--- src/rtl/core/hsv2rgb_pkg.sv ---
`timescale 1ns / 1ps
// ----------------------------------------------------------------------------
// HSV to RGB converter package
// Shared widths, pipeline depth and hue sector codes.
// ----------------------------------------------------------------------------
package hsv2rgb_pkg;

   localparam int HUE_BITS             = 16;
   localparam int SECTOR_BITS          = 3;
   localparam int SECTORS              = 6;
   localparam int DEFAULT_CHANNEL_BITS = 8;
   localparam int MIN_CHANNEL_BITS     = 4;
   localparam int MAX_CHANNEL_BITS     = 16;

   // Number of register stages between an accepted input word and its result.
   localparam int PIPE_STAGES = 5;

   typedef logic [SECTOR_BITS-1:0] sector_type;

   // Each sector spans 60 degrees of hue, starting at red.
   localparam sector_type SEC_RED_YELLOW    = 3'd0;
   localparam sector_type SEC_YELLOW_GREEN  = 3'd1;
   localparam sector_type SEC_GREEN_CYAN    = 3'd2;
   localparam sector_type SEC_CYAN_BLUE     = 3'd3;
   localparam sector_type SEC_BLUE_MAGENTA  = 3'd4;
   localparam sector_type SEC_MAGENTA_RED   = 3'd5;

endpackage

--- src/rtl/core/hsv_to_rgb_converter_top.sv ---
`timescale 1ns / 1ps
// ----------------------------------------------------------------------------
// HSV to RGB converter
// Five-stage pipeline that turns one HSV pixel into one RGB pixel.
// ----------------------------------------------------------------------------
// The converter takes one pixel per clock while the output side keeps tready
// high; its five register stages are hue scaling, saturation product,
// brightness product, rounding offset, and divide by full scale with channel
// select. Every stage holds its own valid bit, so an empty stage fills while
// the stages after it stall, and req_tready is high whenever the output
// register is empty or being taken. Hue is a fraction of a full turn (65536
// codes), saturation and brightness are fractions of 2^CHANNEL_BITS - 1, and
// results are rounded to nearest.
module hsv_to_rgb_converter_top
   import hsv2rgb_pkg::*;
#(
   parameter int CHANNEL_BITS = DEFAULT_CHANNEL_BITS,
   localparam int REQ_W = ((HUE_BITS + 2 * CHANNEL_BITS + 7) / 8) * 8,
   localparam int RSP_W = ((3 * CHANNEL_BITS + 7) / 8) * 8
)
(
   input  logic             clock,
   input  logic             reset,
   input  logic             req_tvalid,
   output logic             req_tready,
   input  logic [REQ_W-1:0] req_tdata,  // hue, saturation, brightness (zero pad)
   output logic             rsp_tvalid,
   input  logic             rsp_tready,
   output logic [RSP_W-1:0] rsp_tdata   // red, green, blue (zero pad)
);

   localparam int CB   = CHANNEL_BITS;
   localparam int H6_W = HUE_BITS + SECTOR_BITS;
   localparam logic [CB-1:0]   CMAX = {CB{1'b1}};
   // Half of full scale rounded down; added so the divide rounds to nearest.
   localparam logic [2*CB-1:0] HALF = (2*CB)'((1 << (CB - 1)) - 1);
   localparam logic [HUE_BITS:0] HUE_ONE = {1'b1, {HUE_BITS{1'b0}}};

   logic [PIPE_STAGES-1:0] valid_ff, valid_in, stage_ready;

   // Stage 1: hue scaled by six, split into sector and fraction.
   logic [HUE_BITS-1:0] hue;
   logic [CB-1:0]       sat, bri;
   logic [H6_W-1:0]     hue6;
   sector_type          st1_sector_ff;
   logic [HUE_BITS-1:0] st1_frac_ff;
   logic [CB-1:0]       st1_sat_ff, st1_bri_ff;

   // Stage 2: complements of the saturation terms.
   logic [CB+HUE_BITS-1:0] prod_q;
   logic [CB+HUE_BITS-1:0] prod_t;
   logic [HUE_BITS:0]      frac_rest;
   sector_type             st2_sector_ff;
   logic                   st2_grey_ff;
   logic [CB-1:0]          st2_bri_ff, st2_cp_ff, st2_cq_ff, st2_ct_ff;

   // Stage 3: brightness products.
   sector_type      st3_sector_ff;
   logic            st3_grey_ff;
   logic [CB-1:0]   st3_bri_ff;
   logic [2*CB-1:0] st3_np_ff, st3_nq_ff, st3_nt_ff;

   // Stage 4: rounding offset added.
   sector_type      st4_sector_ff;
   logic            st4_grey_ff;
   logic [CB-1:0]   st4_bri_ff;
   logic [2*CB-1:0] st4_yp_ff, st4_yq_ff, st4_yt_ff;

   // Stage 5: divided by full scale and placed in the channels.
   logic [2*CB-1:0] sum_p, sum_q, sum_t;
   logic [CB-1:0]   chan_p, chan_q, chan_t;
   logic [CB-1:0]   red_in, green_in, blue_in;
   logic [CB-1:0]   red_ff, green_ff, blue_ff;

   // A stage may load when it is empty or its word moves on this cycle.
   always_comb begin
      stage_ready[PIPE_STAGES-1] = !valid_ff[PIPE_STAGES-1] || rsp_tready;
      for (int k = PIPE_STAGES - 2; k >= 0; k--) begin
         stage_ready[k] = !valid_ff[k] || stage_ready[k+1];
      end
      valid_in[0] = stage_ready[0] ? req_tvalid : valid_ff[0];
      for (int k = 1; k < PIPE_STAGES; k++) begin
         valid_in[k] = stage_ready[k] ? valid_ff[k-1] : valid_ff[k];
      end
   end

   always_ff @(posedge clock) begin
      if (reset) begin
         valid_ff <= '0;
      end else begin
         valid_ff <= valid_in;
      end
   end

   assign req_tready = stage_ready[0];
   assign rsp_tvalid = valid_ff[PIPE_STAGES-1];
   assign rsp_tdata  = RSP_W'({blue_ff, green_ff, red_ff});

   assign hue  = req_tdata[HUE_BITS-1:0];
   assign sat  = req_tdata[HUE_BITS+CB-1:HUE_BITS];
   assign bri  = req_tdata[HUE_BITS+2*CB-1:HUE_BITS+CB];
   assign hue6 = H6_W'(hue) * H6_W'(SECTORS);

   always_ff @(posedge clock) begin
      if (stage_ready[0]) begin
         st1_sector_ff <= hue6[H6_W-1:HUE_BITS];
         st1_frac_ff   <= hue6[HUE_BITS-1:0];
         st1_sat_ff    <= sat;
         st1_bri_ff    <= bri;
      end
   end

   // Both scaled saturations stay at or below the saturation times a full
   // turn, so each product fits in CB+HUE_BITS bits.
   assign frac_rest = HUE_ONE - {1'b0, st1_frac_ff};
   assign prod_q    = (CB+HUE_BITS)'(st1_sat_ff) * (CB+HUE_BITS)'(st1_frac_ff);
   assign prod_t    = (CB+HUE_BITS)'(st1_sat_ff) * (CB+HUE_BITS)'(frac_rest);

   always_ff @(posedge clock) begin
      if (stage_ready[1]) begin
         st2_sector_ff <= st1_sector_ff;
         st2_grey_ff   <= (st1_sat_ff == '0);
         st2_bri_ff    <= st1_bri_ff;
         st2_cp_ff     <= CMAX - st1_sat_ff;
         st2_cq_ff     <= CMAX - prod_q[CB+HUE_BITS-1:HUE_BITS];
         st2_ct_ff     <= CMAX - prod_t[CB+HUE_BITS-1:HUE_BITS];
      end
   end

   always_ff @(posedge clock) begin
      if (stage_ready[2]) begin
         st3_sector_ff <= st2_sector_ff;
         st3_grey_ff   <= st2_grey_ff;
         st3_bri_ff    <= st2_bri_ff;
         st3_np_ff     <= (2*CB)'(st2_bri_ff) * (2*CB)'(st2_cp_ff);
         st3_nq_ff     <= (2*CB)'(st2_bri_ff) * (2*CB)'(st2_cq_ff);
         st3_nt_ff     <= (2*CB)'(st2_bri_ff) * (2*CB)'(st2_ct_ff);
      end
   end

   always_ff @(posedge clock) begin
      if (stage_ready[3]) begin
         st4_sector_ff <= st3_sector_ff;
         st4_grey_ff   <= st3_grey_ff;
         st4_bri_ff    <= st3_bri_ff;
         st4_yp_ff     <= st3_np_ff + HALF;
         st4_yq_ff     <= st3_nq_ff + HALF;
         st4_yt_ff     <= st3_nt_ff + HALF;
      end
   end

   // Division by 2^CB - 1 of a value below 2^(2*CB): add the value shifted
   // down by CB plus one, then shift down by CB.
   assign sum_p  = st4_yp_ff + (st4_yp_ff >> CB) + (2*CB)'(1);
   assign sum_q  = st4_yq_ff + (st4_yq_ff >> CB) + (2*CB)'(1);
   assign sum_t  = st4_yt_ff + (st4_yt_ff >> CB) + (2*CB)'(1);
   assign chan_p = sum_p[2*CB-1:CB];
   assign chan_q = sum_q[2*CB-1:CB];
   assign chan_t = sum_t[2*CB-1:CB];

   always_comb begin
      if (st4_grey_ff) begin
         red_in   = st4_bri_ff;
         green_in = st4_bri_ff;
         blue_in  = st4_bri_ff;
      end else begin
         case (st4_sector_ff)
            SEC_RED_YELLOW: begin
               red_in = st4_bri_ff; green_in = chan_t;     blue_in = chan_p;
            end
            SEC_YELLOW_GREEN: begin
               red_in = chan_q;     green_in = st4_bri_ff; blue_in = chan_p;
            end
            SEC_GREEN_CYAN: begin
               red_in = chan_p;     green_in = st4_bri_ff; blue_in = chan_t;
            end
            SEC_CYAN_BLUE: begin
               red_in = chan_p;     green_in = chan_q;     blue_in = st4_bri_ff;
            end
            SEC_BLUE_MAGENTA: begin
               red_in = chan_t;     green_in = chan_p;     blue_in = st4_bri_ff;
            end
            default: begin
               red_in = st4_bri_ff; green_in = chan_p;     blue_in = chan_q;
            end
         endcase
      end
   end

   always_ff @(posedge clock) begin
      if (stage_ready[4]) begin
         red_ff   <= red_in;
         green_ff <= green_in;
         blue_ff  <= blue_in;
      end
   end

endmodule

--- config.mk ---
export PLATFORM = sky130hd
export DESIGN_NAME = hsv_to_rgb_converter_top
export DESIGN_NICKNAME = d
export VERILOG_FILES = /design/src/rtl/core/hsv2rgb_pkg.sv /design/src/rtl/core/hsv_to_rgb_converter_top.sv
export SDC_FILE = /design/constraint.sdc
export NUM_CORES = 1
export LEC_CHECK = 0
export BUFFER_PORTS_ARGS = -buffer_cell sky130_fd_sc_hd__buf_2
export CORE_MARGIN = 2
export CORE_UTILIZATION = 40
export CTS_BUF_LIST = sky130_fd_sc_hd__clkbuf_16
export DETAILED_ROUTE_END_ITERATION = 10
export GPL_ROUTABILITY_DRIVEN = 1
export PLACE_DENSITY_LB_ADDON = 0.15
export SYNTH_ARGS = -nofsm -noshare
export SYNTH_HDL_FRONTEND = slang
export SYNTH_SLANG_ARGS = --single-unit
export TNS_END_PERCENT = 5
--- constraint.sdc ---
create_clock -name clock -period 6.65 [get_ports clock]
set_clock_uncertainty 0.1 [all_clocks]
set_input_delay 0.9975 -clock clock [delete_from_list [all_inputs] [get_ports clock]]
set_output_delay 0.9975 -clock clock [all_outputs]
set_load 0.05 [all_outputs]
Word level (Yosys, flattened, before mapping)

Cells that the tools add are included.

Multipliers: 6
Reduce and logical (&&, ||, !) cells: 16
Equal/unequal tests: 4
Multiplexer cells: 6
Add/sub/neg operators: 13

Operators by type and width:

| cell                                                                  | number |
|---|---|
| 8-bit case mux with 3 select lines                                    | 3 |
| 16-bit by 1-bit adder with 16-bit output (second input constant)      | 3 |
| 16-bit by 7-bit adder with 16-bit output (second input constant)      | 3 |
| 16-bit by 8-bit adder with 16-bit output                              | 3 |
| 8-bit by 8-bit multiplier with 16-bit output                          | 3 |
| 8-bit by 17-bit multiplier with 24-bit output                         | 1 |
| 8-bit 2-to-1 mux                                                      | 3 |
| 8-bit subtractor (first input constant)                               | 3 |
| 8-bit by 15-bit multiplier with 23-bit output                         | 1 |
| 16-bit by 2-bit multiplier with 18-bit output (second input constant) | 1 |
| 17-bit by 16-bit subtractor with 17-bit output (first input constant) | 1 |
| 8-bit logical NOT                                                     | 1 |
| 2-bit OR reduction                                                    | 4 |
| 3-bit by 2-bit == test with 1-bit output (second input constant)      | 2 |
| 1-bit logical NOT                                                     | 5 |
| 1-bit logical OR                                                      | 5 |
| 3-bit by 1-bit == test with 1-bit output (second input constant)      | 1 |
| 3-bit == test (second input constant)                                 | 1 |
| 3-bit logical NOT                                                     | 1 |

Bits in registers: 219
Output and inout bits: 26

Logic depth before layout (Yosys ltp)

Depth in word-level cells: 6
Gate-level depth with buffers: 22

Least setup slack after synthesis

OpenSTA, ideal clock, no wires.

Path type: register -> register
From: register st1_frac_ff[6]
To: register st2_ct_ff[7], data pin
Arrival: 5,625 ps
Required time: 6,290 ps
Library setup time: 260 ps
Path slack: 666 ps
Period minus slack after synthesis: 5,984 ps
Cell stages (with the launch flop): 22
Cells stage by stage: edfxtp_1 clkbuf_1 nor4_1 nand2_1 nor4_1 xnor2_1 and2_1 fa_1 fa_1 fa_1 inv_1 fa_1 inv_1 ha_1 o2111a_2 and4_1 a22oi_2 a211oi_1 a2111o_1 a21o_1 a21oi_2 xnor2_1

Longest elaborated chain between the ends: 3

RTL lines:

| item                                           | RTL line                        | RTL |
|---|---|---|
| start, declared                                | hsv_to_rgb_converter_top.sv:46  | `logic [HUE_BITS-1:0] st1_frac_ff;` |
| start signal, assigned                         | hsv_to_rgb_converter_top.sv:107 | `st1_frac_ff <= hue6[HUE_BITS-1:0];` |
| 17-bit by 16-bit subtractor with 17-bit output | hsv_to_rgb_converter_top.sv:115 | `assign frac_rest = HUE_ONE - {1'b0, st1_frac_ff};` |
| 8-bit by 17-bit multiplier with 24-bit output  | hsv_to_rgb_converter_top.sv:117 | `assign prod_t = (CB+HUE_BITS)'(st1_sat_ff) * (CB+HUE_BITS)'(frac_rest);` |
| 8-bit subtractor                               | hsv_to_rgb_converter_top.sv:126 | `st2_ct_ff <= CMAX - prod_t[CB+HUE_BITS-1:HUE_BITS];` |
| end signal, assigned                           | hsv_to_rgb_converter_top.sv:126 |  |
| end, declared                                  | hsv_to_rgb_converter_top.sv:55  | `logic [CB-1:0] st2_bri_ff, st2_cp_ff, st2_cq_ff, st2_ct_ff;` |

Every way passes these cells.
A chain may end at the register's enable or synchronous reset.

Worst setup path in the final report

From: register st1_frac_ff[2]
To: register st2_ct_ff[7], data pin

Same word-level chain as after synthesis.

==> flow_summary.ini <==
[routing]
routed_wl_mm = 51.6
first_pass_iters = 5
antenna_left = 0
via_count = 15600
viasPerCell = 4.99
drt_iter0_markers = 672
drc_errors = 0
wl_per_cell_um = 16.5

[final_layout]
multi_input_area_um2 = 15100
layout-drive-gt1-share_pct = 6.82
stdcell_count = 3127
ff_latch_area_um2 = 6530
nFillCells = 5504
layout_commonest_cell = inv_1
syn2layout_area_growth_pct = 9.35
utilization_pct = 44.1
diodes = 0
final_cell_mix = 359 x inv_1, 268 x fa_1, 257 x and2_1, 241 x nand2_1, 229 x ha_1
final_nets = 2873

[sta]
min_period_ns = 6.28
report.final.slew_viol_count = 0
worst_pin_slew_ns = 1.09
setup_slack_ns = 0.370
rsz0062_at_grt = false
finalSetupTns_ns = 0
fmax_mhz = 159
hold_viol = 0
finalSetupViolCount = 0
max_slew_margin_pct = 27.1
finalCritPeriodShare_pct = 94.4

[floorplan]
coreArea_um2 = 57600
fp.dieW_um = 245
start_util_pct = 40.3
rows = 88
die_area_um2 = 60000
die_h_um = 245
ios = 62

[synthesis]
async_flop_share_pct = 0
syn_avg_cell_area_um2 = 10.2
synth-edff-count = 214
synth_seq_area_share_pct = 28.1
yosysUniqueCellTypes = 88
ys.flop_type = edfxtp_1
synth_nets = 2818
syn_area_um2 = 23200
ys_ff_latch = 219
syn_inst = 2285
ys_warn_count = 0

[clocking]
cts_tree = built
post_cts_buffers = 0
clk_latency_ns = 0.58
clock-sinks = 219
max-clock-path-buffers = 3
root_buffer = clkbuf_16
cts_max_level = 1
cts_buffers = 28
cts.clk_slew.worst_paths_ns = 0.07

[global_route]
grt_pass1_vias = 16900
track_usage_pct = 18.1
grt_pass1_wl_mm = 87.7
grt_antenna_before_repair = 1
grt_overflow = 0
grt_max_degree = 61

[run_status]
outcome = complete, no violations

[setup_path]
startpoint_type = flop
critPathKind = flop to flop
crit_arrival_ns = 6.52
cp_data_required_time_ns = 6.89
critical_path.endpoint_type = flop
crit_fanout = 8

[placed_design]
port_buffers = 61
dp_slack_ns = 0.349
place.gp.congestion = 0.892
dp_cells = 3075
dpl.hpwl_mm = 41.2

[worst_hold_path]
hold_path_class = flop to flop

[job]
cap_violations = 0
[registers in the layout, summed over array words and instances (netlist names), 15 cells and up]
name / cells
st3_nq_ff: 16
st4_yq_ff: 16
st4_yt_ff: 16
st3_np_ff: 16
st4_yp_ff: 16
st1_frac_ff: 15
st3_nt_ff: 16
[timing repair]
| action | 4_1_cts | 5_1_grt |
|---|---|---|
| hold buffers | 0 | 0 |
| setup endpoints to repair | 0 | 1 |
| gates resized for setup | 0 | 2 |
[worst paths after layout]
path | from | end | slack (ns) | cells past startpoint
min | st3_grey_ff$_DFFE_PP_ | st4_grey_ff$_DFFE_PP_ | 0.32 | 0
max reg2reg | st1_frac_ff[2]$_DFFE_PP_ | st2_ct_ff[7]$_DFFE_PP_ | 0.37 | 21
min reg2reg | st3_grey_ff$_DFFE_PP_ | st4_grey_ff$_DFFE_PP_ | 0.32 | 0
max | st1_frac_ff[2]$_DFFE_PP_ | st2_ct_ff[7]$_DFFE_PP_ | 0.37 | 21
[cells in the mapped netlist, types with 6 or more instances]
cell / number / area [µm²]
a21o_1: 21 / 158
a21oi_1: 70 / 350
a31oi_1: 10 / 62.6
and2_1: 257 / 1610
and3_1: 12 / 75.1
clkbuf_1: 61 / 229
edfxtp_1: 214 / 6430
fa_1: 268 / 5370
ha_1: 229 / 2870
inv_1: 351 / 1320
nand2_1: 242 / 908
nand2b_1: 10 / 62.6
nand3_1: 27 / 135
nand3b_1: 6 / 45.0
nand4_1: 11 / 68.8
nor2_1: 91 / 342
nor2b_1: 19 / 119
nor3_1: 26 / 130
nor4_1: 10 / 62.6
o211ai_1: 9 / 67.6
o21a_1: 18 / 135
o21ai_0: 33 / 165
o21ai_1: 11 / 55.1
or2_1: 6 / 37.5
or3_1: 9 / 56.3
xnor2_1: 98 / 858
xor2_1: 43 / 377
[worst max-delay path, stage by stage (launching register included)]
cell and delay (ns):
edfxtp_1 0.42, inv_1 0.13, ha_1 0.27, nand2_1 0.21, nor2_1 0.09, xnor2_1 0.53
and2_1 0.24, fa_1 0.43, fa_1 0.47, fa_1 0.54, inv_1 0.05, fa_1 0.52
inv_1 0.04, ha_1 0.30, o2111a_2 0.27, and4_1 0.20, a22oi_2 0.24, a211oi_1 0.14
a2111o_1 0.40, a21o_1 0.22, a21oi_2 0.15, xnor2_1 0.07
[kinds of logic after synthesis]
logic type / after synthesis / share of synthesized area [%]
muxes: 5 / 0.216
DFF: 219 / 28.1
AOI/OAI and AO/OA: 243 / 7.02
xor gates and xnor gates: 141 / 5.32
and+or+nand+nor: 762 / 17.1
buffers and inverters: 418 / 6.78
adders and majority gates: 497 / 35.4
[stage by stage]
stage	instance area [µm²]	hold slack, ns
after global placement	24500	0.302
after global routing	25400	0.326
after floorplan	23200	0.300
after CTS	25400	0.319
final	25400	0.317
after detailed placement	24500	0.305
[layer usage]
metal	vias to the layer above	global-route usage [%]	share of wire, %	wire length [µm]
met3	68	2.01	3.3	1690
met1	7689	23.0	44	22500
met2	249	32.9	51	26100
li1	7587	-	-	-
met4	0	4.34	2.5	1300
met5	-	0	0	0
[layout make-up]
cell class | count | area share (%)
well taps | 765 | 3.77
clock buffers | 28 | 2.76
repair buffers | 91 | 2.09
flip-flops and latches | 219 | 25.7
clock inverters | 24 | 0.848
inverters | 352 | 5.20
multi-input cells | 1648 | 59.6
Power is not shown: default switching activity piles up to over one toggle a cycle in this logic, so the estimate is an artifact.
